$ cat config.mk
export PLATFORM = sky130hd
export DESIGN_NAME = two_button_gesture_detector_flat
export DESIGN_NICKNAME = d
export VERILOG_FILES = /design/src/tbgd_pkg.sv /design/src/tbgd_if.sv /design/src/tbgd_lane.sv /design/src/tbgd_merge.sv /design/src/two_button_gesture_detector.sv /design/src/flat_wrapper.sv
export SDC_FILE = /design/constraint.sdc
export NUM_CORES = 1
export LEC_CHECK = 0
export ABC_AREA = 1
export BUFFER_PORTS_ARGS = -buffer_cell sky130_fd_sc_hd__buf_2
export CAP_MARGIN = 20
export CORE_UTILIZATION = 47
export DETAILED_ROUTE_END_ITERATION = 6
export PLACE_DENSITY = 0.62
export REMOVE_ABC_BUFFERS = 1
export SLEW_MARGIN = 20
export SYNTH_ARGS = -nofsm -noshare
export SYNTH_HDL_FRONTEND = slang
export SYNTH_SLANG_ARGS = --single-unit
$ cat constraint.sdc
create_clock -name clk -period 22.9 [get_ports clk]
set_clock_uncertainty 0.2 [all_clocks]
set_input_delay 4.58 -clock clk [delete_from_list [all_inputs] [get_ports clk]]
set_output_delay 4.58 -clock clk [all_outputs]
set_load 0.01 [all_outputs]
$ cat src/tbgd_pkg.sv
// ----------------------------------------------------------------------------
// tbgd_pkg
// Shared types and constants for the two-button gesture detector.
// ----------------------------------------------------------------------------
package tbgd_pkg;

  localparam int DEBOUNCE_W  = 16;
  localparam int HOLD_W      = 20;
  localparam int CFG_W       = 20;
  localparam int CFG_IDX_W   = 2;
  localparam int NOW_W       = 32;

  localparam logic [DEBOUNCE_W-1:0] DEBOUNCE_RST  = 16'd30;
  localparam logic [HOLD_W-1:0]     LONG_RST      = 20'd1500;
  localparam logic [HOLD_W-1:0]     BOTH_HOLD_RST = 20'd5000;

  localparam logic [CFG_IDX_W-1:0] CFG_DEBOUNCE  = 2'd0;
  localparam logic [CFG_IDX_W-1:0] CFG_LONG      = 2'd1;
  localparam logic [CFG_IDX_W-1:0] CFG_BOTH_HOLD = 2'd2;

  typedef enum logic [2:0] {
    EV_NONE         = 3'd0,
    EV_FIRST_SHORT  = 3'd1,
    EV_FIRST_LONG   = 3'd2,
    EV_SECOND_SHORT = 3'd3,
    EV_SECOND_LONG  = 3'd4,
    EV_BOTH_LONG    = 3'd5
  } event_t;

  typedef enum logic [1:0] {
    PR_NONE  = 2'd0,
    PR_SHORT = 2'd1,
    PR_LONG  = 2'd2
  } press_t;

  typedef struct packed {
    press_t evt;
    logic   down;
  } lane_stat_t;

endpackage

$ cat src/tbgd_if.sv
// ----------------------------------------------------------------------------
// tbgd_in_if / tbgd_out_if
// Valid/ready channels for polls and gesture events.
// ----------------------------------------------------------------------------
interface tbgd_in_if;
  logic                        valid;
  logic                        ready;
  logic [tbgd_pkg::NOW_W-1:0]  now_ms;
  logic                        first_pressed;
  logic                        second_pressed;

  modport source (output valid, output now_ms, output first_pressed,
                  output second_pressed, input ready);
  modport sink   (input valid, input now_ms, input first_pressed,
                  input second_pressed, output ready);
endinterface

interface tbgd_out_if;
  logic       valid;
  logic       ready;
  logic [2:0] event_res;

  modport source (output valid, output event_res, input ready);
  modport sink   (input valid, input event_res, output ready);
endinterface

$ cat src/tbgd_lane.sv
// ----------------------------------------------------------------------------
// tbgd_lane
// Per-button debounce and short/long press tracking.
// ----------------------------------------------------------------------------
module tbgd_lane #(
  parameter int TIME_WIDTH = 32
) (
  input  logic                             clk,
  input  logic                             rst_n,
  input  logic                             fire,
  input  logic                             lvl,
  input  logic [TIME_WIDTH-1:0]            now,
  input  logic [tbgd_pkg::DEBOUNCE_W-1:0]  debounce_time,
  input  logic [tbgd_pkg::HOLD_W-1:0]      long_press_time,
  input  logic                             set_long,
  output tbgd_pkg::lane_stat_t             stat,
  output logic [TIME_WIDTH-1:0]            press_time_nxt,
  output logic [TIME_WIDTH-1:0]            press_elapsed
);

  localparam int CMP_W = (TIME_WIDTH > tbgd_pkg::HOLD_W) ? TIME_WIDTH : tbgd_pkg::HOLD_W;

  logic                  raw_r, raw_nxt;
  logic                  down_r, down_nxt;
  logic                  long_r, long_nxt;
  logic [TIME_WIDTH-1:0] change_r, change_nxt;
  logic [TIME_WIDTH-1:0] press_r;
  logic [TIME_WIDTH-1:0] el_change, el_press;
  logic                  stable, long_due;

  always_comb begin
    el_change = now - change_r;
    el_press  = now - press_r;
    stable    = CMP_W'(el_change) >= CMP_W'(debounce_time);
    long_due  = CMP_W'(el_press) >= CMP_W'(long_press_time);

    raw_nxt        = raw_r;
    change_nxt     = change_r;
    down_nxt       = down_r;
    long_nxt       = long_r;
    press_time_nxt = press_r;
    press_elapsed  = el_press;
    stat.evt       = tbgd_pkg::PR_NONE;

    if (lvl != raw_r) begin
      raw_nxt    = lvl;
      change_nxt = now;
    end else if (stable) begin
      if (lvl && !down_r) begin
        down_nxt       = 1'b1;
        press_time_nxt = now;
        press_elapsed  = '0;
        long_nxt       = 1'b0;
      end else if (lvl && !long_r && long_due) begin
        long_nxt = 1'b1;
        stat.evt = tbgd_pkg::PR_LONG;
      end else if (!lvl && down_r) begin
        down_nxt = 1'b0;
        stat.evt = long_r ? tbgd_pkg::PR_NONE : tbgd_pkg::PR_SHORT;
      end
    end
    stat.down = down_nxt;
  end

  always_ff @(posedge clk) begin
    if (!rst_n) begin
      raw_r    <= 1'b0;
      down_r   <= 1'b0;
      long_r   <= 1'b0;
      change_r <= '0;
      press_r  <= '0;
    end else if (fire) begin
      raw_r    <= raw_nxt;
      down_r   <= down_nxt;
      long_r   <= long_nxt | set_long;
      change_r <= change_nxt;
      press_r  <= press_time_nxt;
    end
  end

endmodule

$ cat src/tbgd_merge.sv
// ----------------------------------------------------------------------------
// tbgd_merge
// Combines lane findings into one event; tracks the both-held gesture.
// ----------------------------------------------------------------------------
module tbgd_merge #(
  parameter int TIME_WIDTH = 32
) (
  input  logic                         clk,
  input  logic                         rst_n,
  input  logic                         fire,
  input  logic [tbgd_pkg::HOLD_W-1:0]  both_hold_time,
  input  tbgd_pkg::lane_stat_t         stat0,
  input  tbgd_pkg::lane_stat_t         stat1,
  input  logic [TIME_WIDTH-1:0]        pt0,
  input  logic [TIME_WIDTH-1:0]        pt1,
  input  logic [TIME_WIDTH-1:0]        pel0,
  input  logic [TIME_WIDTH-1:0]        pel1,
  output tbgd_pkg::event_t             ev,
  output logic                         set_long
);

  localparam int CMP_W = (TIME_WIDTH > tbgd_pkg::HOLD_W) ? TIME_WIDTH : tbgd_pkg::HOLD_W;

  logic                  both_done_r, both_done_nxt;
  logic                  both;
  logic [TIME_WIDTH-1:0] el_later;

  always_comb begin
    both          = stat0.down && stat1.down;
    el_later      = (pt0 > pt1) ? pel0 : pel1;
    both_done_nxt = both_done_r;
    set_long      = 1'b0;
    ev            = tbgd_pkg::EV_NONE;
    if (both && !both_done_r && (CMP_W'(el_later) >= CMP_W'(both_hold_time))) begin
      both_done_nxt = 1'b1;
      set_long      = 1'b1;
      ev            = tbgd_pkg::EV_BOTH_LONG;
    end else begin
      if (!stat0.down && !stat1.down) begin
        both_done_nxt = 1'b0;
      end
      if (!both) begin
        if (stat0.evt == tbgd_pkg::PR_SHORT) begin
          ev = tbgd_pkg::EV_FIRST_SHORT;
        end else if (stat0.evt == tbgd_pkg::PR_LONG) begin
          ev = tbgd_pkg::EV_FIRST_LONG;
        end else if (stat1.evt == tbgd_pkg::PR_SHORT) begin
          ev = tbgd_pkg::EV_SECOND_SHORT;
        end else if (stat1.evt == tbgd_pkg::PR_LONG) begin
          ev = tbgd_pkg::EV_SECOND_LONG;
        end
      end
    end
  end

  always_ff @(posedge clk) begin
    if (!rst_n) begin
      both_done_r <= 1'b0;
    end else if (fire) begin
      both_done_r <= both_done_nxt;
    end
  end

endmodule

$ cat src/two_button_gesture_detector.sv
// ----------------------------------------------------------------------------
// two_button_gesture_detector
// Debounced short/long/both-long press detection for two buttons.
//
// in_ch carries one poll per request: a millisecond timestamp and the raw
// levels of both buttons. out_ch returns exactly one event code per poll, in
// order (0 none, 1/2 first short/long, 3/4 second short/long, 5 both long).
// cfg_we/cfg_idx/cfg_wdata write the thresholds: index 0 debounce (16 bits),
// 1 long press (20 bits), 2 both-held (20 bits); other indexes are ignored.
// Each event is registered into the output register. Throughput is one poll
// per clock while the receiver keeps up; the per-button lanes and the merge
// stage that close the state loop update on every accepted poll. Reset clears
// all button state, loads thresholds 30/1500/5000 ms and empties the output.
// When the receiver stalls, one more poll is taken into a skid register;
// in_ch.ready then drops until out_ch takes the pending event.
// ----------------------------------------------------------------------------
module two_button_gesture_detector #(
  parameter int TIME_WIDTH = 32
) (
  input  logic                            clk,
  input  logic                            rst_n,
  tbgd_in_if.sink                         in_ch,
  tbgd_out_if.source                      out_ch,
  input  logic                            cfg_we,
  input  logic [tbgd_pkg::CFG_IDX_W-1:0]  cfg_idx,
  input  logic [tbgd_pkg::CFG_W-1:0]      cfg_wdata
);

  logic [tbgd_pkg::DEBOUNCE_W-1:0] debounce_r;
  logic [tbgd_pkg::HOLD_W-1:0]     long_r;
  logic [tbgd_pkg::HOLD_W-1:0]     both_hold_r;

  logic                  in_fire, out_fire, in_ready;
  logic                  out_valid_r, skid_valid_r;
  tbgd_pkg::event_t      out_ev_r, skid_ev_r, ev;
  logic [TIME_WIDTH-1:0] now;
  logic                  set_long;
  tbgd_pkg::lane_stat_t  stat0, stat1;
  logic [TIME_WIDTH-1:0] pt0, pt1, pel0, pel1;

  always_ff @(posedge clk) begin
    if (!rst_n) begin
      debounce_r  <= tbgd_pkg::DEBOUNCE_RST;
      long_r      <= tbgd_pkg::LONG_RST;
      both_hold_r <= tbgd_pkg::BOTH_HOLD_RST;
    end else if (cfg_we) begin
      unique case (cfg_idx)
        tbgd_pkg::CFG_DEBOUNCE:  debounce_r  <= cfg_wdata[tbgd_pkg::DEBOUNCE_W-1:0];
        tbgd_pkg::CFG_LONG:      long_r      <= cfg_wdata[tbgd_pkg::HOLD_W-1:0];
        tbgd_pkg::CFG_BOTH_HOLD: both_hold_r <= cfg_wdata[tbgd_pkg::HOLD_W-1:0];
        default: ;
      endcase
    end
  end

  assign now      = TIME_WIDTH'(in_ch.now_ms);
  assign in_ready = !skid_valid_r;
  assign in_fire  = in_ch.valid && in_ready;
  assign out_fire = out_valid_r && out_ch.ready;

  assign in_ch.ready      = in_ready;
  assign out_ch.valid     = out_valid_r;
  assign out_ch.event_res = out_ev_r;

  tbgd_lane #(.TIME_WIDTH(TIME_WIDTH)) u_lane0 (
    .clk             (clk),
    .rst_n           (rst_n),
    .fire            (in_fire),
    .lvl             (in_ch.first_pressed),
    .now             (now),
    .debounce_time   (debounce_r),
    .long_press_time (long_r),
    .set_long        (set_long),
    .stat            (stat0),
    .press_time_nxt  (pt0),
    .press_elapsed   (pel0)
  );

  tbgd_lane #(.TIME_WIDTH(TIME_WIDTH)) u_lane1 (
    .clk             (clk),
    .rst_n           (rst_n),
    .fire            (in_fire),
    .lvl             (in_ch.second_pressed),
    .now             (now),
    .debounce_time   (debounce_r),
    .long_press_time (long_r),
    .set_long        (set_long),
    .stat            (stat1),
    .press_time_nxt  (pt1),
    .press_elapsed   (pel1)
  );

  tbgd_merge #(.TIME_WIDTH(TIME_WIDTH)) u_merge (
    .clk            (clk),
    .rst_n          (rst_n),
    .fire           (in_fire),
    .both_hold_time (both_hold_r),
    .stat0          (stat0),
    .stat1          (stat1),
    .pt0            (pt0),
    .pt1            (pt1),
    .pel0           (pel0),
    .pel1           (pel1),
    .ev             (ev),
    .set_long       (set_long)
  );

  always_ff @(posedge clk) begin
    if (!rst_n) begin
      out_valid_r  <= 1'b0;
      skid_valid_r <= 1'b0;
    end else if (skid_valid_r) begin
      if (out_fire) begin
        skid_valid_r <= 1'b0;
      end
    end else if (in_fire) begin
      if (!out_valid_r || out_fire) begin
        out_valid_r <= 1'b1;
      end else begin
        skid_valid_r <= 1'b1;
      end
    end else if (out_fire) begin
      out_valid_r <= 1'b0;
    end
  end

  always_ff @(posedge clk) begin
    if (skid_valid_r) begin
      if (out_fire) begin
        out_ev_r <= skid_ev_r;
      end
    end else if (in_fire) begin
      if (!out_valid_r || out_fire) begin
        out_ev_r <= ev;
      end else begin
        skid_ev_r <= ev;
      end
    end
  end

  a_skid_implies_out: assert property (@(posedge clk) disable iff (!rst_n)
    skid_valid_r |-> out_valid_r)
    else $error("skid holds a request while output is empty");

  a_stall_fills_skid: assert property (@(posedge clk) disable iff (!rst_n)
    (in_fire && out_valid_r && !out_ch.ready) |=> skid_valid_r)
    else $error("request accepted under stall was not held in skid");

  a_no_single_when_both: assert property (@(posedge clk) disable iff (!rst_n)
    (in_fire && stat0.down && stat1.down) |->
      (ev == tbgd_pkg::EV_NONE || ev == tbgd_pkg::EV_BOTH_LONG))
    else $error("single event reported while both buttons are down");

endmodule

$ cat src/flat_wrapper.sv
// flat-port wrapper written by rule: the top's interface ports become plain ports
module two_button_gesture_detector_flat 
#(
  parameter int TIME_WIDTH = 32
)
  (clk, rst_n, cfg_we, cfg_idx, cfg_wdata, in_ch_valid, in_ch_now_ms, in_ch_first_pressed, in_ch_second_pressed, in_ch_ready, out_ch_valid, out_ch_event_res, out_ch_ready);
  tbgd_in_if in_ch_i ();
  tbgd_out_if out_ch_i ();
  input  logic clk;
  input  logic rst_n;
  input  logic cfg_we;
  input  logic [tbgd_pkg::CFG_IDX_W-1:0] cfg_idx;
  input  logic [tbgd_pkg::CFG_W-1:0] cfg_wdata;
  input wire logic [$bits(in_ch_i.valid)-1:0] in_ch_valid;
  input wire logic [$bits(in_ch_i.now_ms)-1:0] in_ch_now_ms;
  input wire logic [$bits(in_ch_i.first_pressed)-1:0] in_ch_first_pressed;
  input wire logic [$bits(in_ch_i.second_pressed)-1:0] in_ch_second_pressed;
  output wire logic [$bits(in_ch_i.ready)-1:0] in_ch_ready;
  output wire logic [$bits(out_ch_i.valid)-1:0] out_ch_valid;
  output wire logic [$bits(out_ch_i.event_res)-1:0] out_ch_event_res;
  input wire logic [$bits(out_ch_i.ready)-1:0] out_ch_ready;
  assign in_ch_i.valid = in_ch_valid;
  assign in_ch_i.now_ms = in_ch_now_ms;
  assign in_ch_i.first_pressed = in_ch_first_pressed;
  assign in_ch_i.second_pressed = in_ch_second_pressed;
  assign in_ch_ready = in_ch_i.ready;
  assign out_ch_valid = out_ch_i.valid;
  assign out_ch_event_res = out_ch_i.event_res;
  assign out_ch_i.ready = out_ch_ready;
  two_button_gesture_detector #(.TIME_WIDTH(TIME_WIDTH)) u_core (.clk(clk), .rst_n(rst_n), .in_ch(in_ch_i), .out_ch(out_ch_i), .cfg_we(cfg_we), .cfg_idx(cfg_idx), .cfg_wdata(cfg_wdata));
endmodule
==> results of run 1 <==
-- where the power goes --
group,switching [mW],internal [mW]
registers,0.0135,0.375
clock network,0.160,0.155
logic,0.446,0.228
total,0.620,0.758
-- cells by family after synthesis --
group,after synthesis,synth area share
AOI/OAI and AO/OA,693,0.1865
DFF,199,0.1966
xor gates and xnor gates,74,0.03151
and+or+nand+nor,1432,0.2890
buffers and inverters,750,0.1417
adders and majority gates,252,0.1547
-- cell type report --
type                       count  area (µm²)
antenna                        1       2.502
multi-input combinational   2451       13650
tap                          585       732.0
clock inverter                13       151.4
sequential                   199        4044
fill                        4602       21170
inverter                     670        2517
timing repair buffer          71       385.4
clock buffer                  19       432.9
-- sequential cells by signal, indices dropped and copies added (netlist names), 3 cells and up --
name	count
u_core.out_ch.event_res	3
u_core.u_lane1.press_r	32
u_core.u_lane0.press_r	32
u_core.long_r	20
u_core.u_lane1.change_r	32
u_core.skid_ev_r	3
u_core.u_lane0.change_r	32
u_core.both_hold_r	20
u_core.debounce_r	16
-- worst min path at each step --
stage	slack (ns)	startpoint	endpoint	cells after the start
2_1_floorplan	0.23	u_core.both_hold_r[10]	u_core.both_hold_r[10]	2
3_3_place_gp	0.26	u_core.both_hold_r[15]	u_core.both_hold_r[15]	2
3_5_place_dp	0.27	u_core.both_hold_r[15]	u_core.both_hold_r[15]	2
4_1_cts	0.28	u_core.both_hold_r[14]	u_core.both_hold_r[14]	2
5_1_grt	0.30	u_core.both_hold_r[15]	u_core.both_hold_r[15]	2
6_report	0.28	u_core.both_hold_r[14]	u_core.both_hold_r[14]	2
-- worst max-delay path: cells and delay by family --
| family | cells | cell delay (ns) |
|---|---|---|
| xor+xnor | 1 | 0.19 |
| fa+ha+maj | 4 | 1.37 |
| buf+inv | 6 | 2.30 |
| compound gates | 8 | 1.04 |
| simple gates | 28 | 3.89 |
-- cell usage in the layout, fill, tap and decap left out, types with 29 or more instances in the layout --
| master | count |
|---|---|
| nand3_1 | 160 |
| buf_2 | 64 |
| nor2_1 | 231 |
| xor2_1 | 59 |
| o21ai_1 | 64 |
| nor3_1 | 29 |
| o21ai_0 | 171 |
| dfxtp_1 | 193 |
| nand4_1 | 46 |
| nand2_1 | 895 |
| ha_1 | 248 |
| inv_1 | 661 |
| o21ai_2 | 29 |
| o21a_1 | 36 |
| a21oi_1 | 325 |
-- layer usage --
metal / track usage / vias to the layer above / wire length (µm)
met2: 0.4967 / 690 / 30500
li1: - / 10880 / -
met4: 0.09995 / 0 / 1703
met1: 0.4610 / 9652 / 34240
met5: 0 / - / 0
met3: 0.04535 / 65 / 5016
-- per-stage QoR --
step / instance area (µm²) / power, mW / utilization / instances / hold slack [ns]
3_5_place_dp: 21300 / 1.053 / 0.4945 / 3975 / 0.2654
2_1_floorplan: 20170 / 0.8625 / - / 3320 / 0.2347
6_report: 21910 / 1.378 / 0.5087 / 4009 / 0.2768
3_3_place_gp: 21300 / 1.044 / 0.4945 / 3975 / 0.2575
5_1_grt: 21910 / 1.485 / 0.5086 / 4008 / 0.2961
4_1_cts: 21890 / 1.372 / 0.5081 / 4007 / 0.2787
==> impl_summary.log, run 1 <==
INFO  metric ys_types = 49
INFO  metric setup_ws = 9.492 ns
INFO  metric setup_viol_count_final = 0
INFO  metric timing_worst_slew_pin_value = 1.105 ns
INFO  metric yosys.area.top_type = dfxtp_1
INFO  metric async_flop_share = 0
INFO  metric drive_gt1_frac = 0.05259
INFO  metric ys_top_cells_by_count = nand2_1, inv_1, a21oi_1
INFO  metric layout.nets = 3723
INFO  metric drc = 0
INFO  metric first_global_vias = 18880
INFO  metric finalHoldViolations = 0
INFO  metric placement.setup.worst_slack = 9.232 ns
INFO  metric post_cts_resize_count = 0
INFO  metric die_width = 211.2 µm
INFO  metric fmax_achieved = 74.58 MHz
INFO  metric final_max_slew_viol_count = 0
INFO  metric start_util = 0.4775
INFO  metric flow.area_growth_from_synthesis = 6.514%
INFO  metric cp_max_fo = 84
INFO  metric cp_common_cell = nand2_1
INFO  metric drt_iter0_markers = 1950
INFO  metric run_status = complete, no violations
INFO  metric fp.dieH = 211.2 µm
INFO  metric rsz0062_at_grt = no
INFO  metric hold_class = register to register
INFO  metric peakVddDrop = 0.00005099 V
INFO  metric antenna_found_initial = 1
INFO  metric synth.yosys.warnings = 0
INFO  metric synth-seq-cells = 199
INFO  metric worst_setup_path_endpoint = u_core.out_ch.event_res[2]
INFO  metric cts-buffers-inserted = 17
INFO  metric syn-instance-count = 3400
INFO  metric finalWirelength = 71.46 mm
INFO  metric place_hpwl = 59.33 mm
INFO  metric cp_slowest_cell = buf_4
INFO  metric final_antenna_net_count = 0
INFO  metric clk_latency = 0.49 ns
INFO  metric synth_flop_cell = dfxtp_1
INFO  metric timing.final.crit_period = 13.41 ns
INFO  metric reg2reg_slack = 13.48 ns
INFO  metric cts.clk_slew.worst_paths = 0.08 ns
INFO  metric seq_area_frac_synth = 0.1966
INFO  metric grt_pass1_wl = 109.6 mm
INFO  metric cts.root.buffer_cell = clkbuf_16
INFO  metric design.core.area = 43080 µm²
INFO  metric critical_path.startpoint_type = primary input
INFO  metric final_min_period_over_clock_period = 0.5855
INFO  metric grt_overflow_total = 0
INFO  metric grt_use_total = 0.3226
INFO  metric r2r_start = u_core.u_lane1.change_r[6]
INFO  metric num_io_pins = 66
INFO  metric io_buffer_count = 65
INFO  metric worst_ep_required_time = 22.95 ns
INFO  metric critPathCaptureType = register
INFO  metric cts_tree = done
INFO  metric grt_start_max_net_pins = 96
INFO  metric cts_num_sinks = 199
INFO  metric crit_type = primary input to register
INFO  metric timing.critical_path.slowest_cell_delay = 0.82 ns
INFO  metric startpoint = in_ch_now_ms[1]
INFO  metric avgSynthCellArea = 6.050 µm²
INFO  metric power_density = 62.88 nW/µm²
INFO  metric cell_rows = 76
INFO  metric maxCapViolCount = 0
INFO  metric routed_wire_length_per_instance = 17.83 µm
INFO  metric yosys-top-cells-area = dfxtp_1, nand2_1, ha_1, inv_1, a21oi_1
INFO  metric total_leakage_power = 11.53 nW
INFO  metric number_of_detailed_routing_iterations_run_before_antenna_repair = 5
INFO  metric synthesized_cell_area = 20570 µm²
INFO  metric global_placement_routability_congestion = 0.9686
INFO  metric synthMostInstantiatedCell = nand2_1
INFO  metric postCtsSetupRepairBufs = 0
INFO  metric cts_hold_repair.buffers = 0
INFO  metric die_area = 44610 µm²
INFO  metric number_of_flops_mapped_to_enable_cells_by_yosys = 6
INFO  metric routed_via_density = 5.309
INFO  metric vias = 21280
INFO  metric cts.path.max_buffers = 2
INFO  metric worstPathArrival = 13.46 ns
INFO  metric htree_levels = 4
INFO  metric slew-limit-headroom = 0.2632
INFO  metric worstRegToRegCells = 49
INFO  metric finalSetupTns = 0 ns
INFO  metric r2r-end = u_core.out_ch.event_res[2]
INFO  metric synth_largest_type_area_fraction = 0.1878
Power figures use the tool's default switching activity.
==> inputs of run 2 (changes only) <==
clock period = 13.3 ns   (was 22.9 ns; I/O delays follow)
==> impl_summary.log, run 2 (same netlist as run 1, synthesis figures left out) <==
INFO  metric critPathCaptureType = register (unchanged)
INFO  metric min-delay-start = u_core.both_hold_r[15] (was u_core.both_hold_r[14])
INFO  metric hold_class = register to register (unchanged)
INFO  metric cell_rows = 76 (unchanged)
INFO  metric worstPathArrival = 11.35 ns (was 13.46 ns)
INFO  metric routed_wire_length_per_instance = 18.32 µm (was 17.83 µm)
INFO  metric timing.final.crit_period = 11.28 ns
INFO  metric cts-buffers-inserted = 17 (unchanged)
INFO  metric critPathBufInv = 9 (was 6)
INFO  metric rsz0062_at_grt = no (unchanged)
INFO  metric kind_of_cell_adding_the_most_delay_to_the_critical_path = simple AND/OR/NAND/NOR gates (unchanged)
INFO  metric postCtsSetupRepairBufs = 0 (unchanged)
INFO  metric place_hpwl = 61.51 mm (was 59.33 mm)
INFO  metric cts.clk_slew.worst_paths = 0.08 ns (about the same)
INFO  metric flow.area_growth_from_synthesis = 6.484% (was 6.514%)
INFO  metric drive_gt1_frac = 0.05286 (was 0.05259)
INFO  metric post_cts_resize_count = 0 (unchanged)
INFO  metric final_min_period_over_clock_period = 0.8480
INFO  metric grt_pass1_wl = 111.5 mm (was 109.6 mm)
INFO  metric setup_ws = 2.021 ns (was 9.492 ns)
INFO  metric final_antenna_net_count = 0 (unchanged)
INFO  metric first_global_vias = 19230 (was 18880)
INFO  metric finalSetupTns = 0 ns (unchanged)
INFO  metric startpoint = in_ch_now_ms[0] (was in_ch_now_ms[1])
INFO  metric design.core.area = 43080 µm² (unchanged)
INFO  metric worst_hold_slack = 0.2897 ns (was 0.2768 ns)
INFO  metric clk_latency = 0.51 ns (was 0.49 ns)
INFO  metric cp_slowest_cell = nand2_1 (was buf_4)
INFO  metric total_leakage_power = 11.52 nW (was 11.53 nW)
INFO  metric antenna_found_initial = 0 (was 1)
INFO  metric grt_use_total = 0.3305 (was 0.3226)
INFO  metric routed_via_density = 5.381 (was 5.309)
INFO  metric num_io_pins = 66 (unchanged)
INFO  metric finalHoldViolations = 0 (unchanged)
INFO  metric critical_path.startpoint_type = primary input (unchanged)
INFO  metric placement.setup.worst_slack = 1.639 ns (was 9.232 ns)
INFO  metric final_max_slew_viol_count = 0 (unchanged)
INFO  metric cts_tree = done (unchanged)
INFO  metric finalWirelength = 73.45 mm (was 71.46 mm)
INFO  metric fmax_achieved = 88.66 MHz
INFO  metric global_placement_routability_congestion = 0.9845 (was 0.9686)
INFO  metric cts.root.buffer_cell = clkbuf_16 (unchanged)
INFO  metric layout.cells.most_common = nand2_1 (unchanged)
INFO  metric vias = 21570 (was 21280)
INFO  metric die_area = 44610 µm² (unchanged)
INFO  metric io_buffer_count = 65 (unchanged)
INFO  metric number_of_detailed_routing_iterations_run_before_antenna_repair = 7 (was 5)
INFO  metric drt_iter0_markers = 1832 (was 1950)
INFO  metric grt_overflow_total = 0 (unchanged)
INFO  metric die_width = 211.2 µm (unchanged)
INFO  metric timing_worst_slew_pin_value = 0.9305 ns (was 1.105 ns)
INFO  metric crit_type = primary input to register (unchanged)
INFO  metric start_util = 0.4775 (unchanged)
INFO  metric grt_start_max_net_pins = 95 (was 96)
INFO  metric slew-limit-headroom = 0.3797 (was 0.2632)
INFO  metric peakVddDrop = 0.0001017 V (was 0.00005099 V)
INFO  metric cts.path.max_buffers = 2 (unchanged)
INFO  metric r2r_start = u_core.u_lane0.change_r[2] (was u_core.u_lane1.change_r[6])
INFO  metric cts_hold_repair.buffers = 0 (unchanged)
INFO  metric htree_levels = 4 (unchanged)
INFO  metric power_density = 108.8 nW/µm² (was 62.88 nW/µm²)
INFO  metric drc = 0 (unchanged)
INFO  metric cp_max_fo = 45 (was 84)
INFO  metric setup_viol_count_final = 0 (unchanged)
INFO  metric most-common-layout-cells = nand2_1, inv_1, a21oi_1 (unchanged)
INFO  metric fp.dieH = 211.2 µm (unchanged)
INFO  metric cts_num_sinks = 199 (unchanged)
INFO  metric maxCapViolCount = 0 (unchanged)
INFO  metric cp_common_cell = nand2_1 (unchanged)
INFO  metric timing.critical_path.slowest_cell_delay = 0.60 ns (was 0.82 ns)
INFO  metric antenna-diode-count = 0 (was 1)
INFO  metric layout.nets = 3724 (was 3723)
INFO  metric run_status = complete, no violations (unchanged)
INFO  metric worst_ep_required_time = 13.37 ns (was 22.95 ns)
run 2: worst min-delay path: cells and delay by family, from the launching register on:
family | cells | cell delay (ns)
DFF | 1 | 0.31
buffers and inverters | 1 | 0.08
AOI/OAI and AO/OA | 1 | 0.06
run 2: area by class of cell:
type,instances,area [µm²]
well taps,585,732.0
repair buffers,72,380.4
flip-flops and latches,199,4044
inverters,670,2517
multi-input cells,2451,13640
fillers,4697,21170
clock inverters,14,158.9
clock buffers,18,429.2
run 2: layer usage:
layer,vias to the layer above,global-route usage,part of all wire
met5,-,0,0
met4,0,0.1304,0.036
met3,90,0.03880,0.065
met2,744,0.5012,0.42
met1,9849,0.4729,0.48
li1,10890,-,-
run 2: path summary, 6_finish.rpt:
path	endpoint	slack, ns	cells past startpoint
hold / removal	u_core.both_hold_r[15]	0.29	2
setup / recovery	u_core.out_ch.event_res[0]	2.02	54
setup reg to reg	u_core.out_ch.event_res[0]	4.14	52
hold reg to reg	u_core.both_hold_r[15]	0.29	2
run 2: report_power, final:
group | internal [mW] | total [mW] | switching, mW
registers | 0.645 | 0.669 | 0.0240
clock network | 0.251 | 0.541 | 0.290
logic | 0.393 | 1.17 | 0.779
total | 1.29 | 2.38 | 1.09
run 2: stage by stage:
stage,cells,power (mW),util,area (µm²)
after floorplan,3320,1.485,-,20170
after global placement,3976,1.807,0.4947,21310
after detailed placement,3976,1.829,0.4947,21310
after CTS,4008,2.375,0.5083,21900
after global routing,4009,2.561,0.5085,21900
final,4009,2.382,0.5085,21900
